$ cat src/rtl/core/bcf_pkg.sv
// bcf_pkg: shared constants, types and helper functions for the biquad cascade.
// Used by bcf_ctrl, bcf_dpath, the top level and the checker.
// No dependencies.
`timescale 1ns / 1ps

package bcf_pkg;

   localparam int MAX_BANDS     = 64;
   localparam int NUM_CHANNELS  = 2;
   localparam int SAMPLE_W      = 24;
   localparam int COEFS_PER_BAND = 5;

   localparam int COEF_W   = 32;                  // Q4.28
   localparam int HIST_W   = 48;                  // Q8.40
   localparam int HIST_FRAC = 40;
   localparam int MULQ_SH  = 16;                  // Q8.40 -> Q8.24 operand
   localparam int MULQ_W   = HIST_W - MULQ_SH;
   localparam int PROD_W   = COEF_W + MULQ_W;
   localparam int RND_SH   = 12;                  // Q12.52 -> Q12.40
   localparam int RND_W    = PROD_W - RND_SH;
   localparam int ACC_W    = RND_W + 4;
   localparam int IN_SH    = HIST_FRAC + 1 - SAMPLE_W;
   localparam int OUT_W    = HIST_W + 1 - IN_SH;

   localparam int BAND_W   = $clog2(MAX_BANDS);
   localparam int CNT_W    = $clog2(MAX_BANDS + 1);
   localparam int CHAN_W   = (NUM_CHANNELS > 1) ? $clog2(NUM_CHANNELS) : 1;
   localparam int CFG_W    = 7;
   localparam int SLOT_W   = 3;
   localparam int COEF_DEPTH = MAX_BANDS * COEFS_PER_BAND;
   localparam int COEF_AW  = $clog2(COEF_DEPTH);
   localparam int HIST_ROWS = MAX_BANDS * NUM_CHANNELS;
   localparam int HIST_AW  = $clog2(HIST_ROWS);

   localparam int REQ_TDATA_W = 72;
   localparam int REQ_TUSER_W = 2;
   localparam int RSP_TDATA_W = 24;
   localparam int RSP_TUSER_W = 2;

   typedef enum logic [0:0] {
      OP_FILTER     = 1'b0,
      OP_COEF_WRITE = 1'b1
   } op_type;

   typedef enum logic [SLOT_W-1:0] {
      SLOT_B0 = 3'd0,
      SLOT_B1 = 3'd1,
      SLOT_B2 = 3'd2,
      SLOT_A1 = 3'd3,
      SLOT_A2 = 3'd4
   } slot_type;

   typedef enum logic [2:0] {
      ST_IDLE,
      ST_RUN,
      ST_DRAIN_S1,
      ST_DRAIN_S2,
      ST_EMIT
   } state_type;

   // phases of one section, overlapping the previous section's tail
   typedef enum logic [2:0] {
      PH_LOAD,
      PH_MUL_B0,
      PH_MUL_B1,
      PH_MUL_B2,
      PH_MUL_A1
   } phase_type;

   typedef struct packed {
      logic               load_sample;
      logic               coef_wr;
      logic               coef_rd;
      logic [COEF_AW-1:0] coef_addr;
      logic               hist_rd;
      logic [BAND_W-1:0]  hist_rd_band;
      logic               hist_wr;
      logic [BAND_W-1:0]  hist_wr_band;
      logic               mul_en;
      logic               mul_use_o;
      logic               v_load;
      logic               v_first;
      logic               o_en;
      logic               acc1_en;
      logic               acc2_en;
      logic               s1_en;
      logic               out_load;
   } bcf_cmd_type;

   function automatic logic [COEF_AW-1:0] coef_addr(input logic [BAND_W-1:0] band,
                                                    input logic [SLOT_W-1:0] slot);
      coef_addr = COEF_AW'(band) * COEF_AW'(COEFS_PER_BAND) + COEF_AW'(slot);
   endfunction

   function automatic logic signed [HIST_W-1:0] sat_hist(input logic signed [ACC_W-1:0] x);
      logic [ACC_W-HIST_W:0] top;
      top = x[ACC_W-1:HIST_W-1];
      if (&top || ~|top)
         sat_hist = x[HIST_W-1:0];
      else if (x[ACC_W-1])
         sat_hist = {1'b1, {(HIST_W-1){1'b0}}};
      else
         sat_hist = {1'b0, {(HIST_W-1){1'b1}}};
   endfunction

   function automatic logic signed [ACC_W-1:0] ext_hist(input logic signed [HIST_W-1:0] x);
      ext_hist = {{(ACC_W-HIST_W){x[HIST_W-1]}}, x};
   endfunction

   function automatic logic signed [ACC_W-1:0] ext_rnd(input logic signed [RND_W-1:0] x);
      ext_rnd = {{(ACC_W-RND_W){x[RND_W-1]}}, x};
   endfunction

endpackage

$ cat src/rtl/core/bcf_ctrl.sv
// bcf_ctrl: sequencer for the biquad cascade; band count register, section and
// phase counters, and the command word for bcf_dpath.
// Depends on bcf_pkg.
`timescale 1ns / 1ps

module bcf_ctrl (
   input  logic                          clock,
   input  logic                          reset,
   input  logic                          csr_we,
   input  logic [bcf_pkg::CFG_W-1:0]     csr_wdata,
   input  logic                          req_tvalid,
   output logic                          req_tready,
   input  logic                          operation,
   input  logic [bcf_pkg::BAND_W-1:0]    band_select,
   input  logic [bcf_pkg::SLOT_W-1:0]    coeff_slot,
   input  logic                          out_blocked,
   output bcf_pkg::bcf_cmd_type          cmd
);
   import bcf_pkg::*;

   state_type          state_ff, state_in;
   phase_type          phase_ff, phase_in;
   logic [CNT_W-1:0]   band_ff, band_in;
   logic [CFG_W-1:0]   band_count_ff;
   logic [CNT_W-1:0]   bands_used;
   logic [CNT_W-1:0]   band_m1;
   logic [CNT_W-1:0]   band_p1;
   logic               accept;

   always_ff @(posedge clock) begin
      if (reset) begin
         state_ff      <= ST_IDLE;
         phase_ff      <= PH_LOAD;
         band_ff       <= '0;
         band_count_ff <= CFG_W'(1);
      end else begin
         state_ff <= state_in;
         phase_ff <= phase_in;
         band_ff  <= band_in;
         if (csr_we) begin
            band_count_ff <= csr_wdata;
         end
      end
   end

   // zero acts as one section, anything above the store depth as the depth
   always_comb begin
      priority if (band_count_ff == '0)
         bands_used = CNT_W'(1);
      else if (CNT_W'(band_count_ff) > CNT_W'(MAX_BANDS))
         bands_used = CNT_W'(MAX_BANDS);
      else
         bands_used = CNT_W'(band_count_ff);
   end

   assign band_m1    = band_ff - CNT_W'(1);
   assign band_p1    = band_ff + CNT_W'(1);
   assign req_tready = (state_ff == ST_IDLE);
   assign accept     = req_tvalid && req_tready;

   always_comb begin
      state_in = state_ff;
      phase_in = phase_ff;
      band_in  = band_ff;
      cmd      = '0;
      cmd.hist_rd_band = band_ff[BAND_W-1:0];
      cmd.hist_wr_band = band_m1[BAND_W-1:0];
      unique case (state_ff)
         ST_IDLE: begin
            cmd.coef_addr = coef_addr(band_select, coeff_slot);
            if (accept) begin
               if (operation == OP_COEF_WRITE) begin
                  cmd.coef_wr = (coeff_slot < SLOT_W'(COEFS_PER_BAND));
               end else begin
                  cmd.load_sample = 1'b1;
                  band_in  = '0;
                  phase_in = PH_LOAD;
                  state_in = ST_RUN;
               end
            end
         end
         ST_RUN: begin
            cmd.coef_rd = 1'b1;
            cmd.mul_en  = 1'b1;
            unique case (phase_ff)
               PH_LOAD: begin
                  // a2 product and s1 of the previous section overlap this read
                  cmd.coef_addr = coef_addr(band_ff[BAND_W-1:0], SLOT_B0);
                  cmd.hist_rd   = 1'b1;
                  cmd.v_load    = 1'b1;
                  cmd.v_first   = (band_ff == '0);
                  cmd.mul_use_o = 1'b1;
                  cmd.s1_en     = (band_ff != '0);
                  phase_in      = PH_MUL_B0;
               end
               PH_MUL_B0: begin
                  cmd.coef_addr = coef_addr(band_ff[BAND_W-1:0], SLOT_B1);
                  cmd.hist_wr   = (band_ff != '0);
                  phase_in      = PH_MUL_B1;
               end
               PH_MUL_B1: begin
                  cmd.coef_addr = coef_addr(band_ff[BAND_W-1:0], SLOT_B2);
                  cmd.o_en      = 1'b1;
                  phase_in      = PH_MUL_B2;
               end
               PH_MUL_B2: begin
                  cmd.coef_addr = coef_addr(band_ff[BAND_W-1:0], SLOT_A1);
                  cmd.acc1_en   = 1'b1;
                  phase_in      = PH_MUL_A1;
               end
               PH_MUL_A1: begin
                  cmd.coef_addr = coef_addr(band_ff[BAND_W-1:0], SLOT_A2);
                  cmd.mul_use_o = 1'b1;
                  cmd.acc2_en   = 1'b1;
                  band_in       = band_p1;
                  phase_in      = PH_LOAD;
                  if (band_p1 == bands_used) begin
                     state_in = ST_DRAIN_S1;
                  end
               end
               default: begin
                  phase_in = PH_LOAD;
               end
            endcase
         end
         ST_DRAIN_S1: begin
            cmd.mul_en    = 1'b1;
            cmd.mul_use_o = 1'b1;
            cmd.s1_en     = 1'b1;
            state_in      = ST_DRAIN_S2;
         end
         ST_DRAIN_S2: begin
            cmd.hist_wr = 1'b1;
            state_in    = ST_EMIT;
         end
         ST_EMIT: begin
            if (!out_blocked) begin
               cmd.out_load = 1'b1;
               state_in     = ST_IDLE;
            end
         end
         default: begin
            state_in = ST_IDLE;
         end
      endcase
   end

endmodule

$ cat config.mk
export PLATFORM = sky130hd
export DESIGN_NAME = bcf_ctrl
export DESIGN_NICKNAME = d
export VERILOG_FILES = /design/src/rtl/core/bcf_pkg.sv /design/src/rtl/core/bcf_ctrl.sv
export SDC_FILE = /design/constraint.sdc
export NUM_CORES = 1
export LEC_CHECK = 0
export ABC_AREA = 1
export ABC_CLOCK_PERIOD_IN_PS = 2980
export BUFFER_PORTS_ARGS = -buffer_cell sky130_fd_sc_hd__clkbuf_2
export CORE_MARGIN = 2
export CORE_UTILIZATION = 55
export DETAILED_ROUTE_END_ITERATION = 8
export HOLD_SLACK_MARGIN = 0.08
export PLACE_DENSITY = 0.87
export REMOVE_ABC_BUFFERS = 1
export SLEW_MARGIN = 20
export SYNTH_ARGS = -nofsm -noshare
export SYNTH_HDL_FRONTEND = slang
export SYNTH_SLANG_ARGS = --single-unit
$ cat constraint.sdc
create_clock -name clock -period 2.98 [get_ports clock]
set_input_delay 0.149 -clock clock [delete_from_list [all_inputs] [get_ports clock]]
set_output_delay 0.149 -clock clock [all_outputs]
set_load 0.005 [all_outputs]
# Word level (Yosys, flattened, before mapping)
# Cells that the tools add are included.
# classes
addsub	7
multipliers	2
order_cmp	2
eq_ne	14
mux	38
reduce_logical	11
# op_table
operator	count
9-bit one-hot mux with 5 select lines	1
7-bit 2-to-1 mux	5
3-bit 2-to-1 mux	7
9-bit by 2-bit adder with 9-bit output (second input constant)	2
6-bit by 3-bit multiplier with 9-bit output (second input constant)	2
9-bit one-hot mux with 2 select lines	1
3-bit one-hot mux with 5 select lines	1
7-bit zero test	2
7-bit one-hot mux with 2 select lines	1
1-bit 2-to-1 mux	13
3-bit by 2-bit == test with 1-bit output (second input constant)	4
3-bit one-hot mux with 4 select lines	1
9-bit by 1-bit adder with 9-bit output (second input constant)	1
9-bit by 3-bit adder with 9-bit output	1
9-bit by 3-bit adder with 9-bit output (second input constant)	1
7-bit by 1-bit adder with 7-bit output (second input constant)	1
7-bit == test	1
7-bit greater-than comparator (second input constant)	1
7-bit nonzero test	1
3-bit by 1-bit == test with 1-bit output (second input constant)	2
3-bit == test (second input constant)	2
3-bit zero test	2
2-bit 2-to-1 mux	3
2-bit inequality test (second input constant)	3
13 further kinds	15
# totals
register_bits	20
inputBits	22
output_inout_bits	36

# Depth between registers and ports, before layout
# logic_depth
depth_word	7
depth_mapped	14
mapped_depth_nobuf	14

# Worst setup path after synthesis
# OpenSTA, ideal clock, no wires.
# synth_timing
kind	register -> output
start	register band_ff[1]
end	output cmd[28] (netlist name)
arrival_time_ps	2233
path_slack_ps	598
path_stages_with_launch	13
n_path_buf	0
path_cell_list	dfxtp_1 ha_1 ha_1 inv_1 fa_1 nor2_1 nand2_1 nor2_1 nand2_1 o2111ai_1 o2111ai_1 nand2_1 o21ai_0
# synth_rtl
element	line_no	text
from (decl)	bcf_ctrl.sv:23	logic [CNT_W-1:0] band_ff, band_in;
from (signal assigned)	bcf_ctrl.sv:39	band_ff <= band_in;
to (decl)	bcf_ctrl.sv:17	output bcf_pkg::bcf_cmd_type cmd

==> impl_metrics.json <==
{
  "clock_skew_ps": 6.70,
  "timing.rr.start": "band_ff[0]",
  "top_reg_cell_synth": "dfxtp_1",
  "grt_usage_pct": 24.2,
  "min_delay_path_class": "primary input to register",
  "critical_path_arrival_ps": 2610,
  "drt_drc_violations_left": 0,
  "die_area_mm2": 0.00505,
  "post_dr_vias_cell": 5.55,
  "postSynth.asyncResetShare_pct": 0,
  "worst-setup-path-type": "register to output port",
  "grt_first_pass_wirelength_mm": 10.2,
  "wl_mm": 6.16,
  "totalNegativeSetupSlack_ps": 0,
  "route.detailed.wl_per_inst_um": 12.3,
  "clock_path_buffers": 2,
  "hold_start": "csr_wdata[0]",
  "firstDrtPassIters": 5,
  "postLayoutCellArea_mm2": 0.00283,
  "ys_ff_latch": 20,
  "syn_warnings": 0,
  "crit_required_ps": 2830,
  "power.density_mw_per_mm2": 315,
  "layout-drive-gt1-share_pct": 18.3,
  "yosys.cell_count.top_type": "nand2_1",
  "worst-path-max-fanout": 4,
  "grt_setup_unrepaired": "no",
  "placed_area_mm2": 0.00277,
  "reg2reg_path_depth": 13,
  "grt_overflow": 0,
  "cell_type_with_the_highest_aggregate_area_in_the_netlist": "dfxtp_1",
  "post-route-period-util_pct": 92.5,
  "synth_commonest_cells": "90 x nand2_1, 48 x inv_1, 45 x nor2_1",
  "cp_cell_sequence": "ha_1, ha_1, inv_1, fa_1, nor2_1, nand2_1, nor2_1, nand2_1, o2111ai_1, o2111ai_1, nand2_1, o21ai_0, clkbuf_2",
  "initialDrtViolationCount": 158,
  "crit_path_start_kind": "register",
  "hpwl_mm": 5.02,
  "syn_avg_cell_area_um2": 6.25,
  "slew_headroom_pct": 72.6,
  "synthCells": 396,
  "worst_slew_pin_slew_ps": 410,
  "largest_net_degree_at_the_start_of_global_routing": 15,
  "layout_net_count": 506,
  "std_cell_rows": 24,
  "timing.critical_path.to_type": "output port",
  "fmax_mhz": 363,
  "routed-via-count": 2775,
  "path_common_cell": "nand2_1",
  "crit_path_time_final_ps": 2760,
  "min_delay_path_depth": 3,
  "worstHoldEndpoint": "band_count_ff[0]",
  "gp_routability_congestion": 0.916,
  "p_leak_nw": 1.50,
  "io_pins": 58,
  "die-height_um": 71.1,
  "synthDominantCellAreaShare_pct": 16.2,
  "setup_viol_count_final": 0,
  "peakVddDrop_mv": 0.279,
  "cts.root.buffer_cell": "clkbuf_8",
  "reg2reg_setup_slack_ps": 930,
  "area_growth_pct": 14.3,
  "path_clk_slew_ps": 80,
  "final_cells": 500,
  "clock_latency_ps": 260,
  "fp.coreArea_mm2": 0.00435,
  "place.port_buffers": 57,
  "yosys.cell_types.count": 36,
  "timing.final.max_slew_violations": 0,
  "htree_levels": 1,
  "run_status": "finished clean",
  "dieWidth_um": 71.1,
  "cts_made_buffers": 3,
  "mappedNetlistArea_mm2": 0.00247,
  "clock_sinks": 20,
  "synth_top_cells_by_area": "dfxtp_1 16%, ha_1 16%, nand2_1 14%",
  "number_of_enable_type_register_cells_in_the_synthesized_netlist": 0,
  "regToRegEndpoint": "state_ff[0]",
  "final_antenna_net_count": 0,
  "start_util_pct": 56.8,
  "dp.cells": 496,
  "critical-path-max-stage-delay_ps": 440,
  "cts_tree": "built",
  "via_count_of_the_first_global_routing_pass": 2506,
  "yosysSeqAreaShare_pct": 16.2,
  "number_of_antenna_violations_at_the_first_check_in_global_routing": 0,
  "drv.max_cap_violation_count": 0,
  "n_antenna_cell": 0,
  "cell_with_the_largest_stage_delay_on_the_worst_path": "fa_1",
  "hold_viol": 0
}
## sequential cells by signal, indices dropped and copies added, names as in the netlist
register / count
phase_ff: 3
band_ff: 7
band_count_ff: 7
state_ff: 3
## worst max-delay path, delay by kind of cell, from the launching register on
family | cells | cell delay [ps]
buffers and inverters | 2 | 180
adder cells (fa/ha/maj) | 3 | 940
flip-flops | 1 | 320
AND/OR/NAND/NOR | 5 | 590
AO/OA/AOI/OAI | 3 | 300
## kinds of logic after synthesis
family | after synthesis | share of synthesized area [%]
flops | 20 | 16.2
simple gates | 197 | 34.6
xor+xnor | 10 | 3.54
compound gates | 70 | 15.9
buf+inv | 64 | 11.2
fa+ha+maj | 35 | 18.6
## stage by stage
step           util [%]  power (mW)  setup WS [ps]  hold slack (ps)
2_1_floorplan         -       0.545            578              218
3_3_place_gp       63.6       0.678            396              365
3_5_place_dp       63.6       0.688            310              366
4_1_cts            64.9       0.892           21.9              105
5_1_grt            65.0       0.959           21.2              121
6_report           65.0       0.891            224              102
## how the worst max path moves through the flow
stage,cells past startpoint,slack (ps),start,end
2_1_floorplan,12,580,band_ff[1],cmd[28]
4_1_cts,13,20,band_ff[2],cmd[28]
3_3_place_gp,13,400,band_ff[2],cmd[28]
3_5_place_dp,13,310,band_ff[2],cmd[28]
5_1_grt,13,20,band_ff[1],cmd[28]
6_report,13,220,band_ff[1],cmd[28]
## per-layer routing
metal  global-route usage (%)  part of all wire [%]  wire (um)
met5                        0                     0          0
met4                     9.64                   2.1        131
met3                     2.42                   3.8        236
met2                     41.3                    47       2910
met1                     31.2                    47       2880
## cell type report
type | count | area, um^2
Inverter | 51 | 191
Clock buffer | 4 | 55.1
Timing Repair Buffer | 61 | 315
Tap cell | 52 | 65.1
Sequential cell | 20 | 405
Fill cell | 414 | 1530
Multi-Input combinational cell | 312 | 1800
## where the power goes
| part | internal, mW | leakage, nW | switching, mW | total (mW) |
|---|---|---|---|---|
| Combinational | 0.149 | 1.31 | 0.234 | 0.383 |
| Clock | 0.118 | 0.0288 | 0.0901 | 0.208 |
| Sequential | 0.281 | 0.165 | 0.0189 | 0.300 |
## repair_timing
action	CTS	global route
hold buffers	0	0
gates resized for setup	0	3
setup buffers	0	0
setup endpoints to repair	0	4
## placed cells by master, fill, tap and decap left out, types with 3 or more instances in the layout
cell type	instances
a21oi_1	21
a31oi_1	3
buf_4	4
clkbuf_2	57
clkbuf_8	4
dfxtp_1	18
fa_1	3
ha_1	32
inv_1	48
inv_2	3
nand2_1	90
nand3_1	36
nand4_1	6
nor2_1	45
nor2_2	7
nor3_1	4
o21ai_0	29
o22ai_1	4
xor2_1	8
Note: power is estimated with default switching activity, not from simulation.
